## src/rtl/trsp_pkg.sv

```systemverilog
// Shared types and constants for the tree record stream parser.
// Used by trsp_parse, trsp_rbuf and tree_record_stream_parser_unit; depends on nothing.
package trsp_pkg;

  // Default record geometry
  localparam int unsigned HashBytesDef  = 32;
  localparam int unsigned MaxEntriesDef = 64;
  localparam int unsigned NameBytesDef  = 256;

  // Result queue geometry
  localparam int unsigned RbufDepth = 4;
  localparam int unsigned RbufPtrW  = $clog2(RbufDepth);
  localparam int unsigned RbufCntW  = $clog2(RbufDepth + 1);

  // Characters that steer the record parse
  localparam logic [7:0] ChrNul   = 8'h00;
  localparam logic [7:0] ChrSpace = 8'h20;
  localparam logic [7:0] ChrZero  = 8'h30;
  localparam logic [7:0] ChrSeven = 8'h37;

  // Result kinds
  typedef enum logic [1:0] {
    KIND_NAME  = 2'd0,
    KIND_HASH  = 2'd1,
    KIND_ENTRY = 2'd2,
    KIND_ERROR = 2'd3
  } kind_t;

  // Parse phases within a record
  typedef enum logic [1:0] {
    PH_MODE = 2'd0,
    PH_NAME = 2'd1,
    PH_HASH = 2'd2,
    PH_SKIP = 2'd3
  } phase_t;

  // One result transaction
  typedef struct packed {
    kind_t       kind;
    logic [7:0]  data;
    logic [7:0]  pos;
    logic [31:0] mode;
    logic [5:0]  entry;
    logic [7:0]  len;
    logic        fin;
    logic        last;
  } res_t;

endpackage

```

## src/rtl/trsp_parse.sv

```systemverilog
// Record phase machine: turns one accepted byte into zero, one or two results.
// Depends on trsp_pkg.
module trsp_parse #(
  parameter int unsigned HASH_BYTES  = trsp_pkg::HashBytesDef,
  parameter int unsigned MAX_ENTRIES = trsp_pkg::MaxEntriesDef,
  parameter int unsigned NAME_BYTES  = trsp_pkg::NameBytesDef
) (
  input  logic              clk,
  input  logic              rst_n,
  input  logic              take,
  input  logic [7:0]        byte_in,
  input  logic              eod,
  output trsp_pkg::res_t    res0,
  output trsp_pkg::res_t    res1,
  output logic [1:0]        res_cnt
);
  import trsp_pkg::*;

  phase_t      phase_r,   phase_nxt;
  logic [31:0] mode_r,    mode_nxt;
  logic        stopped_r, stopped_nxt;
  logic [7:0]  name_r,    name_nxt;
  logic [5:0]  hash_r,    hash_nxt;
  logic [6:0]  ent_r,     ent_nxt;

  logic        name_room;
  logic        hash_done;
  logic        lim;
  logic        is_digit;
  res_t        err_res;
  res_t        name_res;
  res_t        hash_res;
  res_t        entry_res;

  // Record progress tests
  assign name_room = {1'b0, name_r} < 9'(NAME_BYTES - 1);
  assign hash_done = ({1'b0, hash_r} + 7'd1) >= 7'(HASH_BYTES);
  assign lim       = ({1'b0, ent_r} + 8'd1) >= 8'(MAX_ENTRIES);
  assign is_digit  = (byte_in >= ChrZero) && (byte_in <= ChrSeven);

  // Candidate results
  always_comb begin
    err_res       = '0;
    err_res.kind  = KIND_ERROR;
    err_res.entry = ent_r[5:0];

    name_res       = '0;
    name_res.kind  = KIND_NAME;
    name_res.data  = byte_in;
    name_res.pos   = name_r;
    name_res.entry = ent_r[5:0];

    hash_res       = '0;
    hash_res.kind  = KIND_HASH;
    hash_res.data  = byte_in;
    hash_res.pos   = {2'b00, hash_r};
    hash_res.entry = ent_r[5:0];

    entry_res       = '0;
    entry_res.kind  = KIND_ENTRY;
    entry_res.mode  = mode_r;
    entry_res.entry = ent_r[5:0];
    entry_res.len   = name_r;
    entry_res.fin   = lim | eod;
  end

  // Hold state
  always_ff @(posedge clk) begin
    if (!rst_n) begin
      phase_r   <= PH_MODE;
      mode_r    <= '0;
      stopped_r <= 1'b0;
      name_r    <= '0;
      hash_r    <= '0;
      ent_r     <= '0;
    end else begin
      phase_r   <= phase_nxt;
      mode_r    <= mode_nxt;
      stopped_r <= stopped_nxt;
      name_r    <= name_nxt;
      hash_r    <= hash_nxt;
      ent_r     <= ent_nxt;
    end
  end

  // Advance the phase and pick results
  always_comb begin
    phase_nxt   = phase_r;
    mode_nxt    = mode_r;
    stopped_nxt = stopped_r;
    name_nxt    = name_r;
    hash_nxt    = hash_r;
    ent_nxt     = ent_r;
    res0        = '0;
    res1        = '0;
    res_cnt     = 2'd0;

    if (take) begin
      case (phase_r)
        PH_MODE: begin
          if (byte_in == ChrSpace) begin
            phase_nxt = PH_NAME;
            name_nxt  = '0;
            if (eod) begin
              res0    = err_res;
              res_cnt = 2'd1;
            end
          end else if (byte_in == ChrNul) begin
            res0      = err_res;
            res_cnt   = 2'd1;
            phase_nxt = PH_SKIP;
          end else begin
            if (!stopped_r && is_digit) begin
              mode_nxt = (mode_r << 3) + {29'd0, byte_in[2:0]};
            end else begin
              stopped_nxt = 1'b1;
            end
            if (eod) begin
              res0    = err_res;
              res_cnt = 2'd1;
            end
          end
        end
        PH_NAME: begin
          if (byte_in == ChrNul) begin
            phase_nxt = PH_HASH;
            hash_nxt  = '0;
            if (eod) begin
              res0    = err_res;
              res_cnt = 2'd1;
            end
          end else if (name_room) begin
            res0     = name_res;
            name_nxt = name_r + 8'd1;
            if (eod) begin
              res1    = err_res;
              res_cnt = 2'd2;
            end else begin
              res_cnt = 2'd1;
            end
          end else if (eod) begin
            res0    = err_res;
            res_cnt = 2'd1;
          end
        end
        PH_HASH: begin
          res0 = hash_res;
          if (hash_done) begin
            res1        = entry_res;
            res_cnt     = 2'd2;
            ent_nxt     = ent_r + 7'd1;
            mode_nxt    = '0;
            stopped_nxt = 1'b0;
            name_nxt    = '0;
            hash_nxt    = '0;
            phase_nxt   = lim ? PH_SKIP : PH_MODE;
          end else begin
            hash_nxt = hash_r + 6'd1;
            if (eod) begin
              res1    = err_res;
              res_cnt = 2'd2;
            end else begin
              res_cnt = 2'd1;
            end
          end
        end
        default: begin
        end
      endcase

      // Mark the final result of this byte
      if (res_cnt == 2'd1) begin
        res0.last = 1'b1;
      end else if (res_cnt == 2'd2) begin
        res1.last = 1'b1;
      end

      // End of object: back to reset state for the next one
      if (eod) begin
        phase_nxt   = PH_MODE;
        mode_nxt    = '0;
        stopped_nxt = 1'b0;
        name_nxt    = '0;
        hash_nxt    = '0;
        ent_nxt     = '0;
      end
    end
  end

endmodule

```

## src/rtl/trsp_rbuf.sv

```systemverilog
// Small result queue: takes up to two results per cycle, hands out one.
// Depends on trsp_pkg.
module trsp_rbuf (
  input  logic                          clk,
  input  logic                          rst_n,
  input  trsp_pkg::res_t                wr0,
  input  trsp_pkg::res_t                wr1,
  input  logic [1:0]                    wr_cnt,
  input  logic                          pop,
  output trsp_pkg::res_t                rd,
  output logic                          not_empty,
  output logic                          room2
);
  import trsp_pkg::*;

  res_t                 mem [RbufDepth];
  logic [RbufPtrW-1:0]  wr_ptr_r, wr_ptr_nxt;
  logic [RbufPtrW-1:0]  rd_ptr_r, rd_ptr_nxt;
  logic [RbufCntW-1:0]  cnt_r,    cnt_nxt;
  logic [RbufPtrW-1:0]  wr_ptr_p1;
  logic                 do_pop;

  assign do_pop    = pop && (cnt_r != '0);
  assign wr_ptr_p1 = wr_ptr_r + RbufPtrW'(1);
  assign not_empty = cnt_r != '0;
  assign room2     = cnt_r <= RbufCntW'(RbufDepth - 2);
  assign rd        = mem[rd_ptr_r];

  // Advance pointers and fill count
  always_comb begin
    wr_ptr_nxt = wr_ptr_r + RbufPtrW'(wr_cnt);
    rd_ptr_nxt = do_pop ? rd_ptr_r + RbufPtrW'(1) : rd_ptr_r;
    cnt_nxt    = cnt_r + RbufCntW'(wr_cnt) - RbufCntW'(do_pop);
  end

  always_ff @(posedge clk) begin
    if (!rst_n) begin
      wr_ptr_r <= '0;
      rd_ptr_r <= '0;
      cnt_r    <= '0;
    end else begin
      wr_ptr_r <= wr_ptr_nxt;
      rd_ptr_r <= rd_ptr_nxt;
      cnt_r    <= cnt_nxt;
    end
  end

  // Store incoming results in order
  always_ff @(posedge clk) begin
    if (wr_cnt != 2'd0) begin
      mem[wr_ptr_r] <= wr0;
    end
    if (wr_cnt == 2'd2) begin
      mem[wr_ptr_p1] <= wr1;
    end
  end

endmodule

```

## src/rtl/tree_record_stream_parser_unit.sv

```systemverilog
// Tree record stream parser: top level, byte input channel and result channel.
// Depends on trsp_pkg, trsp_parse and trsp_rbuf.
//
// Takes one byte of a tree object per cycle and parses records of octal mode,
// space, zero-terminated name and a HASH_BYTES-byte hash. Each byte updates the
// phase machine in trsp_parse in the cycle it is accepted, and its results
// (none, one or two) are written into a four-entry result queue at the accepting
// edge, so the first of them can be offered in the following cycle; results
// leave one per cycle while out_stall is low. in_stall rises while fewer than
// two queue slots are free, so the sustained rate is one byte per cycle as
// long as the result side keeps up; a byte that yields two results (last hash
// byte, or a name or hash byte on which the object ends early) adds an extra
// result. A byte flagged in_end_of_data resets the parser for the next object.
module tree_record_stream_parser_unit #(
  parameter int unsigned HASH_BYTES  = trsp_pkg::HashBytesDef,
  parameter int unsigned MAX_ENTRIES = trsp_pkg::MaxEntriesDef,
  parameter int unsigned NAME_BYTES  = trsp_pkg::NameBytesDef
) (
  input  logic        clk,
  input  logic        rst_n,
  input  logic        in_valid,
  output logic        in_stall,
  input  logic [7:0]  in_byte,
  input  logic        in_end_of_data,
  output logic        out_valid,
  input  logic        out_stall,
  output logic [1:0]  out_kind,
  output logic [7:0]  out_byte,
  output logic [7:0]  out_byte_pos,
  output logic [31:0] out_entry_mode,
  output logic [5:0]  out_entry_number,
  output logic [7:0]  out_name_length,
  output logic        out_parse_finished,
  output logic        out_last
);
  import trsp_pkg::*;

  logic       take;
  logic       room2;
  res_t       res0;
  res_t       res1;
  res_t       rd;
  logic [1:0] res_cnt;

  // Accept a transaction when two result slots are free
  assign in_stall = !room2;
  assign take     = in_valid && room2;

  trsp_parse #(
    .HASH_BYTES  (HASH_BYTES),
    .MAX_ENTRIES (MAX_ENTRIES),
    .NAME_BYTES  (NAME_BYTES)
  ) u_parse (
    .clk     (clk),
    .rst_n   (rst_n),
    .take    (take),
    .byte_in (in_byte),
    .eod     (in_end_of_data),
    .res0    (res0),
    .res1    (res1),
    .res_cnt (res_cnt)
  );

  trsp_rbuf u_rbuf (
    .clk       (clk),
    .rst_n     (rst_n),
    .wr0       (res0),
    .wr1       (res1),
    .wr_cnt    (res_cnt),
    .pop       (!out_stall),
    .rd        (rd),
    .not_empty (out_valid),
    .room2     (room2)
  );

  // Drive result ports from the queue head
  assign out_kind           = rd.kind;
  assign out_byte           = rd.data;
  assign out_byte_pos       = rd.pos;
  assign out_entry_mode     = rd.mode;
  assign out_entry_number   = rd.entry;
  assign out_name_length    = rd.len;
  assign out_parse_finished = rd.fin;
  assign out_last           = rd.last;

endmodule
```

## config.mk

```make
export PLATFORM = sky130hd
export DESIGN_NAME = tree_record_stream_parser_unit
export DESIGN_NICKNAME = d
export VERILOG_FILES = /design/src/rtl/trsp_pkg.sv /design/src/rtl/trsp_parse.sv /design/src/rtl/trsp_rbuf.sv /design/src/rtl/tree_record_stream_parser_unit.sv
export SDC_FILE = /design/constraint.sdc
export NUM_CORES = 1
export LEC_CHECK = 0
export BUFFER_PORTS_ARGS = -buffer_cell sky130_fd_sc_hd__buf_4
export CAP_MARGIN = 20
export CORE_MARGIN = 2
export CORE_UTILIZATION = 25
export CTS_CLUSTER_SIZE = 10
export DETAILED_ROUTE_END_ITERATION = 16
export PLACE_DENSITY_LB_ADDON = 0.1
export SLEW_MARGIN = 20
export SYNTH_ARGS = -nofsm -noshare
export SYNTH_HDL_FRONTEND = slang
export SYNTH_SLANG_ARGS = --single-unit
export TNS_END_PERCENT = 20
```

## constraint.sdc

```tcl
create_clock -name clk -period 5.35 [get_ports clk]
set_input_delay 0.535 -clock clk [delete_from_list [all_inputs] [get_ports clk]]
set_output_delay 0.535 -clock clk [all_outputs]
set_load 0.02 [all_outputs]
```

==> flow_metrics.env <==
export IMPL_timing_final_setup_violations=0
export IMPL_antenna_found_initial=0
export IMPL_finish_cell_count_without_fillers=2063
export IMPL_post_synth_and_or_nand_nor_area_fraction=0.182
export IMPL_fraction_of_layout_cells_with_a_size_suffix_above_1=0.209
export IMPL_timing_critical_path_to_type="flop"
export IMPL_routed_via_density=4.92
export IMPL_route_detailed_drc=0
export IMPL_design_final_nets=1273
export IMPL_tritoncts="yes"
export IMPL_netlist_cell_type_count=72
export IMPL_worstHoldPathType="in -> reg"
export IMPL_synth_compound_area_share=0.0928
export IMPL_timing_final_crit_share=0.701
export IMPL_grt_pass1_vias=10500
export IMPL_status="completed"
export IMPL_root_buffer="clkbuf_16"
export IMPL_final_hold_worst_slack_ns=0.331
export IMPL_vdd_drop_max_uv=169
export IMPL_worst_path_max_fanout=15
export IMPL_synth_top_cell_area_share=0.398
export IMPL_ys_warn_count=0
export IMPL_sequential_element_share_of_the_synthesized_area=0.569
export IMPL_register_area_mm2=0.00860
export IMPL_syn_mean_instance_area_um2=12.5
export IMPL_top_level_ports=81
export IMPL_setup_worst_path_start_class="flop"
export IMPL_post_dp_hpwl_um=27900
export IMPL_deepest_clock_path_buffer_count=3
export IMPL_syn_cell_area_mm2=0.0151
export IMPL_synth_mux_area_frac=0.102
export IMPL_cts_htree_levels=2
export IMPL_cp_data_arrival_time_ns=4.21
export IMPL_largest_net_degree_at_the_start_of_global_routing=77
export IMPL_cts_post_setup_buffers_inserted=0
export IMPL_route_detailed_wl_per_inst_um=23.0
export IMPL_largest_family_of_logic_cells_by_synthesized_area="simple AND/OR/NAND/NOR gates"
export IMPL_syn_nets=1228
export IMPL_finalMaxSlewViolations=0
export IMPL_worst_r2r_startpoint="u_parse.phase_r[0]"
export IMPL_hold_start="in_byte[0]"
export IMPL_clkLatencyLatePin_ns=0.57
export IMPL_grtUsageTotal=0.152
export IMPL_tritoncts_num_buffers=41
export IMPL_synth_enable_flop_cells=200
export IMPL_dpl_cell_count=1986
export IMPL_power_density_mw_per_mm2=430
export IMPL_fin_tns_setup_ns=0
export IMPL_synthCells=1202
export IMPL_synth_area_top_cells="edfxtp_1 (40%), dfxtp_1 (17%), mux4_2 (9.9%), and4_1 (6.7%), nand2_1 (3.1%)"
export IMPL_buffer_ports_inserted=80
export IMPL_finalCriticalPeriod_ns=3.75
export IMPL_async_flop_share=0
export IMPL_clock_skew_ns=0.0181
export IMPL_dieWidth_um=250
export IMPL_r2r_slack_ns=1.60
export IMPL_quantity_of_gates_resized_following_cts=0
export IMPL_global_route_wire_length_before_repair_um=71300
export IMPL_synth_ff_type="edfxtp_1"
export IMPL_detailedRoute_firstPassIterationCount=4
export IMPL_initial_core_util=0.251
export IMPL_totalPowerFinal_w=0.00765
export IMPL_worstSetupStartpoint="u_parse.phase_r[0]"
export IMPL_num_fill_cells=6056
export IMPL_tightest_slew_ns=0.974
export IMPL_postCtsHoldBufs=0
export IMPL_vias=10200
export IMPL_die_h_um=250
export IMPL_grt_setup_unrepaired="no"
export IMPL_first_iter_violations=545
export IMPL_yosys_area_top_type="edfxtp_1"
export IMPL_layout_overhead_on_the_synthesized_area_pct=17.9
export IMPL_number_of_violations_of_the_max_capacitance_limit=0
export IMPL_routabilityCongestion=0.784
export IMPL_numClockSinks=329
export IMPL_synth_adder_area_share=0.0113
export IMPL_finalHoldViolCount=0
export IMPL_multiInputGateArea_mm2=0.00601
export IMPL_timing_slew_headroom=0.346
export IMPL_worstPathRequired_ns=5.81
export IMPL_cts_reportedPaths_clkPinSlew_ns=0.06
export IMPL_design_core_area_mm2=0.0600
export IMPL_floorplan_die_area_mm2=0.0623
export IMPL_detail_route_antenna_nets=0
export IMPL_routed_wirelength_um=47300
export IMPL_layout_cells_most_common="edfxtp_1"
export IMPL_total_grt_overflow=0
export IMPL_max_clock_freq_mhz=267
export IMPL_p_leak_nw=5.83
export IMPL_synth_seq_cells=329
export IMPL_rows=90
export IMPL_critical_path_class="reg -> reg"
export IMPL_final_cell_mix="edfxtp_1 (200), dfxtp_1 (127), nand2_1 (121)"
export IMPL_synth_xor_area_frac=0.00755
==> Yosys cell counts (4+ instances only) <==
master and number:
edfxtp_1 200, dfxtp_1 129, nand2_1 123, and4_1 116
mux4_2 66, clkbuf_1 64, nor2_1 59, nand3_1 53
o22ai_1 37, a21boi_0 36, o2bb2ai_1 33, and2_1 32
buf_2 22, a21oi_1 17, and3_1 17, inv_1 17
buf_1 15, o21ai_0 13, ha_1 12, nor3_1 10
nor2b_1 9, or3_1 8, a32oi_1 7, xnor2_1 7
a31oi_1 6, xor2_1 6, nand4_1 5, nor3b_1 4
o21a_1 4, or4_1 4
==> final cells by class <==
| class | instances | area share |
|---|---|---|
| Clock buffer | 71 | 0.0691 |
| Antenna cell | 1 | 0.000141 |
| Sequential cell | 329 | 0.483 |
| Tap cell | 782 | 0.0550 |
| Clock inverter | 5 | 0.00288 |
| Inverter | 18 | 0.00380 |
| Multi-Input combinational cell | 748 | 0.338 |
| Timing Repair Buffer | 109 | 0.0481 |
==> power breakdown <==
part / internal, W / total (W) / switching, W / leakage, nW
registers: 0.00291 / 0.00309 / 0.000185 / 2.94
clock network: 0.00156 / 0.00268 / 0.00112 / 0.621
logic: 0.000747 / 0.00188 / 0.00113 / 2.27
total: 0.00522 / 0.00765 / 0.00244 / 5.83
==> per-layer routing <==
layer / GRT usage / part of all wire
met3: 0.0251 / 0.038
met1: 0.213 / 0.48
met2: 0.246 / 0.47
met4: 0.0349 / 0.018
met5: 0 / 0
==> sequential cells by signal (all words and copies together), names as in the netlist, 2 cells and up, named ones only <==
signal	count
u_rbuf.mem	264
u_parse.mode_r	32
u_parse.name_r	8
u_parse.ent_r	7
u_parse.hash_r	6
u_rbuf.cnt_r	3
u_parse.phase_r	2
u_rbuf.rd_ptr_r	2
u_rbuf.wr_ptr_r	2
==> worst paths after layout <==
| check | end | cells after the start |
|---|---|---|
| setup reg to reg | u_rbuf.cnt_r[2] | 11 |
| hold reg to reg | u_rbuf.mem[1][56] | 1 |
| setup / recovery | u_rbuf.cnt_r[2] | 11 |
| hold / removal | u_parse.mode_r[0] | 3 |
==> critical path: stages, from the launching register on <==
cell	delay [ns]
dfxtp_1	0.37
inv_1	0.11
ha_1	0.61
nand2b_1	0.17
a311oi_1	0.83
a2111o_1	0.22
nor2_2	0.13
or3_1	0.39
fa_1	0.39
xor2_1	0.16
xnor2_1	0.12
and2_1	0.15
==> per-stage QoR <==
stage / setup WS [ns] / area, um^2 / utilization
final: 1.60 / 17800 / 0.296
after global routing: 1.32 / 17800 / 0.296
after CTS: 1.57 / 17800 / 0.296
after detailed placement: 1.51 / 16500 / 0.275
after global placement: 1.57 / 16500 / 0.275
after floorplan: 1.53 / 15100 / -
==> kinds of logic after synthesis <==
| family | after synthesis |
|---|---|
| AND/OR/NAND/NOR | 464 |
| buffers and inverters | 125 |
| flip-flops | 329 |
| adder cells (fa/ha/maj) | 13 |
| multiplexers | 70 |
| AO/OA/AOI/OAI | 188 |
| XOR/XNOR | 13 |
No activity file was read; power rests on OpenSTA's default activity.
